File: src/hdl/lgs_pkg.sv
// shared types, constants and the row update function for the life grid block
`default_nettype none

package lgs_pkg;

  // grid size
  localparam int ROWS = 32;
  localparam int COLS = 32;

  // widths of the transaction fields
  localparam int FUNC_W = 2;
  localparam int ROW_FIELD_W = 5;
  localparam int COL_FIELD_W = 5;

  // derived widths
  localparam int ROW_W = (ROWS > 1) ? $clog2(ROWS) : 1;
  localparam int COL_W = (COLS > 1) ? $clog2(COLS) : 1;
  localparam int CNT_W = $clog2(ROWS + 3);

  // operation codes
  localparam logic [FUNC_W-1:0] FUNC_WRITE   = 2'd0;
  localparam logic [FUNC_W-1:0] FUNC_READ    = 2'd1;
  localparam logic [FUNC_W-1:0] FUNC_ADVANCE = 2'd2;

  // neighbor counts of the rule
  localparam logic [3:0] SURVIVE_LO = 4'd2;
  localparam logic [3:0] BIRTH_CNT  = 4'd3;

  // what the row window does in a cycle
  typedef enum logic [2:0] {
    WIN_NONE,
    WIN_UP,
    WIN_MID,
    WIN_STEP,
    WIN_LAST
  } win_op_t;

  // command from the controller to the datapath
  typedef struct packed {
    logic             load;      // latch the transaction fields
    logic             rd_en;     // read one row of the grid
    logic             rd_item;   // read address from the transaction row
    logic [ROW_W-1:0] rd_addr;   // read address during a sweep
    win_op_t          win_op;
    logic [ROW_W-1:0] wr_addr;   // row written by a sweep step
    logic             cell_wr;   // write one cell
    logic             res_en;    // register the result
    logic             res_read;  // the result is the cell read
  } dp_cmd_t;

  // new value of one row from its old upper, own and lower rows
  function automatic logic [COLS-1:0] next_row(input logic [COLS-1:0] up,
                                               input logic [COLS-1:0] mid,
                                               input logic [COLS-1:0] down);
    logic [COLS-1:0] res;
    logic [3:0]      n;
    int              l;
    int              r;
    res = '0;
    for (int c = 0; c < COLS; c++) begin
      l = (c == 0) ? COLS - 1 : c - 1;
      r = (c == COLS - 1) ? 0 : c + 1;
      n = 4'(up[l]) + 4'(up[c]) + 4'(up[r]) + 4'(mid[l]) + 4'(mid[r])
        + 4'(down[l]) + 4'(down[c]) + 4'(down[r]);
      res[c] = mid[c] ? ((n == SURVIVE_LO) || (n == BIRTH_CNT)) : (n == BIRTH_CNT);
    end
    return res;
  endfunction

endpackage

`default_nettype wire

File: src/hdl/life_grid_generation_step_top.sv
// top level of the toroidal life grid: controller plus datapath
// write and read go through EXEC and FINISH to the done strobe; an advance
// runs the sweep that reads one grid row per cycle through the single memory
// read port and updates it a row later
// busy is high from the accepted start until the cycle the result is shown
// synchronous reset clears the grid to all dead through per-row valid bits
`default_nettype none

module life_grid_generation_step_top (
  input  wire logic                           clk,
  input  wire logic                           rst,
  input  wire logic                           start,
  input  wire logic [lgs_pkg::FUNC_W-1:0]      func,
  input  wire logic [lgs_pkg::ROW_FIELD_W-1:0] row,
  input  wire logic [lgs_pkg::COL_FIELD_W-1:0] col,
  input  wire logic                           value,
  output logic                                busy,
  output logic                                done,
  output logic                                cell_value
);
  import lgs_pkg::*;

  dp_cmd_t cmd;

  // sequencing of each transaction
  lgs_ctrl u_ctrl (
    .clk   (clk),
    .rst   (rst),
    .start (start),
    .func  (func),
    .busy  (busy),
    .done  (done),
    .cmd   (cmd)
  );

  // grid and row update
  lgs_datapath u_datapath (
    .clk        (clk),
    .rst        (rst),
    .cmd        (cmd),
    .row        (row),
    .col        (col),
    .value      (value),
    .cell_value (cell_value)
  );

endmodule

`default_nettype wire

File: src/hdl/lgs_datapath.sv
// grid memory, row window and result register of the life grid block
`default_nettype none

module lgs_datapath (
  input  wire logic                           clk,
  input  wire logic                           rst,
  input  wire lgs_pkg::dp_cmd_t               cmd,
  input  wire logic [lgs_pkg::ROW_FIELD_W-1:0] row,
  input  wire logic [lgs_pkg::COL_FIELD_W-1:0] col,
  input  wire logic                           value,
  output logic                                cell_value
);
  import lgs_pkg::*;

  // grid storage, one row per entry
  logic [COLS-1:0] mem [ROWS];
  logic [ROWS-1:0] row_valid;

  // transaction fields
  logic [ROW_FIELD_W-1:0] row_q;
  logic [COL_FIELD_W-1:0] col_q;
  logic                   value_q;

  // read data
  logic [COLS-1:0] rd_raw;
  logic            rd_valid;
  logic [COLS-1:0] rd_word;

  // row window of the sweep
  logic [COLS-1:0] up;
  logic [COLS-1:0] mid;
  logic [COLS-1:0] first;

  logic             on_grid;
  logic [ROW_W-1:0] row_idx;
  logic [COL_W-1:0] col_idx;
  logic [ROW_W-1:0] rd_addr;
  logic             wr_en;
  logic [ROW_W-1:0] wr_addr;
  logic [COLS-1:0]  wr_data;
  logic [COLS-1:0]  cell_row;

  // address decode, cell access uses the latched row
  always_comb begin
    on_grid = (32'(row_q) < ROWS) && (32'(col_q) < COLS);
    row_idx = ROW_W'(row_q);
    col_idx = COL_W'(col_q);
    rd_addr = cmd.rd_item ? row_idx : cmd.rd_addr;
    rd_word = rd_valid ? rd_raw : '0;
  end

  // row with the one cell replaced
  always_comb begin
    cell_row          = rd_word;
    cell_row[col_idx] = value_q;
  end

  // write port select
  always_comb begin
    wr_en   = 1'b0;
    wr_addr = cmd.wr_addr;
    wr_data = next_row(up, mid, rd_word);
    case (cmd.win_op)
      WIN_STEP: begin
        wr_en = 1'b1;
      end
      WIN_LAST: begin
        wr_en   = 1'b1;
        wr_data = next_row(up, mid, first);
      end
      default: begin
        if (cmd.cell_wr && on_grid) begin
          wr_en   = 1'b1;
          wr_addr = row_idx;
          wr_data = cell_row;
        end
      end
    endcase
  end

  // grid memory
  always_ff @(posedge clk) begin
    if (wr_en) begin
      mem[wr_addr] <= wr_data;
    end
    if (cmd.rd_en) begin
      rd_raw <= mem[rd_addr];
    end
  end

  // row valid bits, cleared at reset so the grid reads as all dead
  always_ff @(posedge clk) begin
    if (rst) begin
      row_valid <= '0;
      rd_valid  <= 1'b0;
    end else begin
      if (wr_en) begin
        row_valid[wr_addr] <= 1'b1;
      end
      if (cmd.rd_en) begin
        rd_valid <= row_valid[rd_addr] && !(wr_en && wr_addr == rd_addr && 1'b0);
      end
    end
  end

  // transaction fields
  always_ff @(posedge clk) begin
    if (cmd.load) begin
      row_q   <= row;
      col_q   <= col;
      value_q <= value;
    end
  end

  // row window
  always_ff @(posedge clk) begin
    case (cmd.win_op)
      WIN_UP: begin
        up <= rd_word;
      end
      WIN_MID: begin
        mid   <= rd_word;
        first <= rd_word;
      end
      WIN_STEP: begin
        up  <= mid;
        mid <= rd_word;
      end
      default: begin
      end
    endcase
  end

  // result register
  always_ff @(posedge clk) begin
    if (cmd.res_en) begin
      cell_value <= cmd.res_read && on_grid && rd_word[col_idx];
    end
  end

endmodule

`default_nettype wire

File: src/hdl/lgs_ctrl.sv
// controller state machine of the life grid block
`default_nettype none

module lgs_ctrl (
  input  wire logic                      clk,
  input  wire logic                      rst,
  input  wire logic                      start,
  input  wire logic [lgs_pkg::FUNC_W-1:0] func,
  output logic                           busy,
  output logic                           done,
  output lgs_pkg::dp_cmd_t               cmd
);
  import lgs_pkg::*;

  typedef enum logic [1:0] {
    IDLE,
    EXEC,
    FINISH,
    SWEEP
  } state_t;

  state_t             state;
  logic [FUNC_W-1:0]  func_q;
  logic [CNT_W-1:0]   cnt;

  assign busy = (state != IDLE);

  // commands for the datapath
  always_comb begin
    cmd          = '0;
    cmd.win_op   = WIN_NONE;
    cmd.rd_addr  = (cnt == '0) ? ROW_W'(ROWS - 1) : ROW_W'(cnt - CNT_W'(1));
    cmd.wr_addr  = (cnt == CNT_W'(ROWS + 2)) ? ROW_W'(ROWS - 1)
                                             : ROW_W'(cnt - CNT_W'(3));
    case (state)
      IDLE: begin
        cmd.load = start;
      end
      EXEC: begin
        if (func_q == FUNC_WRITE || func_q == FUNC_READ) begin
          cmd.rd_en   = 1'b1;
          cmd.rd_item = 1'b1;
        end else if (func_q != FUNC_ADVANCE) begin
          cmd.res_en = 1'b1;
        end
      end
      FINISH: begin
        cmd.cell_wr  = (func_q == FUNC_WRITE);
        cmd.res_en   = 1'b1;
        cmd.res_read = (func_q == FUNC_READ);
      end
      SWEEP: begin
        cmd.rd_en = (cnt <= CNT_W'(ROWS));
        if (cnt == CNT_W'(1)) begin
          cmd.win_op = WIN_UP;
        end else if (cnt == CNT_W'(2)) begin
          cmd.win_op = WIN_MID;
        end else if (cnt == CNT_W'(ROWS + 2)) begin
          cmd.win_op = WIN_LAST;
          cmd.res_en = 1'b1;
        end else if (cnt >= CNT_W'(3)) begin
          cmd.win_op = WIN_STEP;
        end
      end
      default: begin
      end
    endcase
  end

  // state and strobe
  always_ff @(posedge clk) begin
    if (rst) begin
      state  <= IDLE;
      done   <= 1'b0;
      cnt    <= '0;
      func_q <= FUNC_WRITE;
    end else begin
      done <= 1'b0;
      case (state)
        IDLE: begin
          if (start) begin
            func_q <= func;
            state  <= EXEC;
          end
        end
        EXEC: begin
          cnt <= '0;
          if (func_q == FUNC_WRITE || func_q == FUNC_READ) begin
            state <= FINISH;
          end else if (func_q == FUNC_ADVANCE) begin
            state <= SWEEP;
          end else begin
            done  <= 1'b1;
            state <= IDLE;
          end
        end
        FINISH: begin
          done  <= 1'b1;
          state <= IDLE;
        end
        SWEEP: begin
          if (cnt == CNT_W'(ROWS + 2)) begin
            done  <= 1'b1;
            state <= IDLE;
          end else begin
            cnt <= cnt + CNT_W'(1);
          end
        end
        default: begin
          state <= IDLE;
        end
      endcase
    end
  end

endmodule

`default_nettype wire
File: config.mk
export PLATFORM = sky130hd
export DESIGN_NAME = life_grid_generation_step_top
export DESIGN_NICKNAME = d
export VERILOG_FILES = /design/src/hdl/lgs_pkg.sv /design/src/hdl/life_grid_generation_step_top.sv /design/src/hdl/lgs_datapath.sv /design/src/hdl/lgs_ctrl.sv
export SDC_FILE = /design/constraint.sdc
export NUM_CORES = 2
export LEC_CHECK = 0
export BUFFER_PORTS_ARGS = -buffer_cell sky130_fd_sc_hd__buf_2
export CAP_MARGIN = 10
export CORE_ASPECT_RATIO = 2
export CORE_MARGIN = 1
export CORE_UTILIZATION = 40
export CTS_CLUSTER_SIZE = 8
export DETAILED_ROUTE_END_ITERATION = 6
export PLACE_DENSITY_LB_ADDON = 0.3
export SLEW_MARGIN = 20
export SYNTH_ARGS = -nofsm -noshare
export SYNTH_HDL_FRONTEND = slang
export SYNTH_HIERARCHICAL = 1
export SYNTH_SLANG_ARGS = --single-unit
File: constraint.sdc
create_clock -name clk -period 15.6 [get_ports clk]
set_input_delay 1.56 -clock clk [delete_from_list [all_inputs] [get_ports clk]]
set_output_delay 1.56 -clock clk [all_outputs]
set_load 0.02 [all_outputs]
==> impl_metrics.json <==
{
  "worstSetupPathType": "register to register",
  "antenna_violating_nets_post_route": 0,
  "die_area_mm2": 0.1478,
  "worst-endpoint-required_ns": 15.99,
  "netlist_area_mm2": 0.05845,
  "synth_fp_nets": 4726,
  "cell_taking_the_most_area_after_synthesis": "sky130_fd_sc_hd__edfxtp_1",
  "rrSetupSlack_ns": 10.08,
  "cts_root_buf": "sky130_fd_sc_hd__clkbuf_16",
  "timing.critical_path.fanout_max": 32,
  "start_util_pct": 40.26,
  "post-synth-top-area-fraction_pct": 59.80,
  "cp-end-kind": "register",
  "cts.reportedPaths.clkPinSlew_ns": 0.06,
  "final_min_period_over_clock_period_pct": 35.38,
  "outcome": "finished, final reports clean",
  "route.final.wire_length_um": 167200,
  "synth_edf_count": 1164,
  "synth_warnings": 6,
  "finish.utilization_pct": 45.51,
  "final.setup_skew_ns": 0.04783,
  "timing_hold_violations_final": 0,
  "rr_startpoint": "u_ctrl/cnt[0]$_SDFFE_PP0P_",
  "cts-resized-gates": 0,
  "synth_commonest_cells": "sky130_fd_sc_hd__edfxtp_1, sky130_fd_sc_hd__inv_1, sky130_fd_sc_hd__nand2_1",
  "powerDensity_mw_per_mm2": 119.4,
  "synth_sequential_area_ratio_pct": 61.30,
  "dr_total_vias": 36960,
  "tritoncts.num_buffers": 177,
  "clock_tree.buffer_depth": 4,
  "routed.top_layer": "met4",
  "drt-met1-wl_um": 56480,
  "synth_top_flop_cell": "sky130_fd_sc_hd__edfxtp_1",
  "routedWlPerCell_um": 26.27,
  "worstPathArrival_ns": 5.91,
  "tightest_slew_ns": 1.167,
  "globalplace.congestion": 0.8662,
  "wire_length_of_the_first_global_routing_pass_um": 248000,
  "grt_overflow": 0,
  "dpl.hpwl_um": 112600,
  "drv_cap": 0,
  "async_flop_share_pct": 0,
  "pin_count": 19,
  "synth.most_common_cell": "sky130_fd_sc_hd__edfxtp_1",
  "fin_crit_ns": 5.520,
  "synthToLayoutAreaGrowth_pct": 13.03,
  "chipWidth_um": 272.3,
  "cts_htree_levels": 4,
  "netlist-cell-type-count": 75,
  "setup_viol_count_final": 0,
  "holdPathStages": 2,
  "timing.reg2reg.worst_path_depth": 9,
  "min-delay-start": "u_datapath/row_valid[14]$_SDFFE_PP0N_",
  "pin_count_of_the_biggest_net_entering_global_routing": 137,
  "post_synth.cell_area_avg_um2": 13.44,
  "hold_ws_ns": 0.4699,
  "maxSlewHeadroom_pct": 22.22,
  "met3RoutedLength_um": 7443,
  "cts_sinks": 1208,
  "clock_latency_late_sink_ns": 0.80,
  "capture_endpoint_of_the_worst_hold_path": "u_datapath/row_valid[14]$_SDFFE_PP0N_",
  "initial_antenna_violation_count": 7,
  "layout-drive-gt1-share_pct": 11.72,
  "first_global_vias": 38460,
  "fillers": 12870,
  "detailedRoute.firstPassIterationCount": 6,
  "clock_tree_from_tritoncts": "yes",
  "die_h_um": 542.6,
  "synth.top_cells.by_area": "sky130_fd_sc_hd__edfxtp_1, sky130_fd_sc_hd__fa_1, sky130_fd_sc_hd__mux4_2, sky130_fd_sc_hd__ha_1, sky130_fd_sc_hd__inv_1",
  "std_cell_rows": 198,
  "setup-tns-final_ns": 0,
  "regToRegEndpoint": "u_datapath/mem[19][12]$_DFFE_PP_",
  "postSynthRegisterBits": 1208,
  "setup_repair_after_global_routing_missed_its_margin": "no",
  "cp-start-kind": "register",
  "placeableCoreArea_mm2": 0.1452,
  "place.port_buffers": 18,
  "design.final.nets": 4809,
  "min-delay-path-class": "register to register",
  "post_cts_setup_buffers": 0,
  "maxClockFrequency_ghz": 0.1812,
  "dr.first_iter.drc_count": 3182,
  "p_leak_nw": 23.82,
  "number_of_design_rule_violations_left_after_detail_routing": 0,
  "vias_per_cell": 5.808,
  "gate_count_of_the_mapped_netlist": 4350,
  "vdd.ir_drop.worst_uv": 78.49,
  "power.total_mw": 7.891,
  "cts_hold_buf": 0,
  "met2_wire_len_um": 92620,
  "global_route.usage.total_pct": 22.69,
  "report.final.slew_viol_count": 0
}
## per-layer routing
metal  track usage [%]  vias up
li1                  -    16180
met1             23.51    19100
met2             43.36     1250
met3             2.408      436
met4             13.49        0
met5                 0        -
## area by class of cell
class | count | area [um2] | area share (%)
multi-input combinational | 2503 | 20580 | 31.14
clock inverter | 8 | 90.09 | 0.1364
inverter | 417 | 1565 | 2.369
tap | 1900 | 2377 | 3.598
sequential | 1208 | 35840 | 54.24
antenna | 2 | 5.005 | 0.007575
clock buffer | 199 | 4554 | 6.893
timing repair buffer | 126 | 1066 | 1.613
## power breakdown
group,switching (mW),total (mW),internal (mW),leakage [nW]
Sequential,0.0327,3.71,3.68,11.0
Clock,1.33,3.36,2.02,2.27
Combinational,0.581,0.824,0.243,10.5
## state kept, by name, indices dropped and copies added (netlist names), 6 cells and up
name	flops
u_datapath/first	32
u_ctrl/cnt	6
u_datapath/mem	1024
u_datapath/up	32
u_datapath/mid	32
u_datapath/rd_raw	32
u_datapath/row_valid	32
## worst max-delay path, stage by stage (launching register included)
cell and delay [ns]:
sky130_fd_sc_hd__dfxtp_1 0.59, sky130_fd_sc_hd__inv_1 0.16, sky130_fd_sc_hd__ha_1 0.27, sky130_fd_sc_hd__o21bai_1 0.16
sky130_fd_sc_hd__a31oi_1 0.58, sky130_fd_sc_hd__nand3b_1 0.79, sky130_fd_sc_hd__nand3_2 0.67, sky130_fd_sc_hd__mux2i_1 0.28
sky130_fd_sc_hd__nand2_1 0.51, sky130_fd_sc_hd__nor2_4 1.06
## cell families after synthesis
| kind of cell | after synthesis | synth area share [%] |
|---|---|---|
| DFF | 1208 | 61.30 |
| muxes | 208 | 5.867 |
| buffers and inverters | 639 | 4.553 |
| xor gates and xnor gates | 6 | 0.08990 |
| and+or+nand+nor | 1168 | 9.241 |
| AOI/OAI and AO/OA | 761 | 8.774 |
| adders and majority gates | 360 | 10.17 |
## cells in the final DEF, fill, tap and decap left out, types with 44 or more instances in the layout
master,netlist,layout
sky130_fd_sc_hd__a2111oi_0,44,44
sky130_fd_sc_hd__a21oi_1,204,202
sky130_fd_sc_hd__a22oi_1,89,89
sky130_fd_sc_hd__a31oi_1,79,79
sky130_fd_sc_hd__buf_4,14,96
sky130_fd_sc_hd__clkbuf_16,0,179
sky130_fd_sc_hd__edfxtp_1,1164,1164
sky130_fd_sc_hd__fa_1,192,192
sky130_fd_sc_hd__ha_1,168,168
sky130_fd_sc_hd__inv_1,416,416
sky130_fd_sc_hd__mux2i_1,96,94
sky130_fd_sc_hd__mux4_2,107,107
sky130_fd_sc_hd__nand2_1,415,414
sky130_fd_sc_hd__nand2b_1,145,145
sky130_fd_sc_hd__nand3_1,157,157
sky130_fd_sc_hd__nor2_1,264,229
sky130_fd_sc_hd__nor3_1,74,73
sky130_fd_sc_hd__o21ai_0,86,62
sky130_fd_sc_hd__o22ai_1,46,45
## stage by stage
step	worst slack, ns	instances	area [um2]
4_1_cts	9.831	6354	65900
3_3_place_gp	10.05	6143	61170
2_1_floorplan	9.992	4350	58450
5_1_grt	9.744	6362	66070
3_5_place_dp	9.849	6147	61260
6_report	10.08	6363	66070
## worst max path at each step
stage	depth (start not counted)	slack [ns]	to	from
finish	9	10.08	u_datapath/mem[19][12]$_DFFE_PP_	u_ctrl/cnt[0]$_SDFFE_PP0P_
global route	9	9.74	u_datapath/mem[27][25]$_DFFE_PP_	u_ctrl/cnt[0]$_SDFFE_PP0P_
CTS	10	9.83	u_datapath/mem[4][12]$_DFFE_PP_	u_ctrl/cnt[0]$_SDFFE_PP0P_
detailed placement	10	9.85	u_datapath/mem[4][22]$_DFFE_PP_	u_ctrl/cnt[0]$_SDFFE_PP0P_
global placement	10	10.05	u_datapath/mem[4][22]$_DFFE_PP_	u_ctrl/cnt[0]$_SDFFE_PP0P_
floorplan	11	9.99	u_datapath/mem[22][0]$_DFFE_PP_	u_ctrl/cnt[0]$_SDFFE_PP0P_
Note: power is estimated with default switching activity, not from simulation.
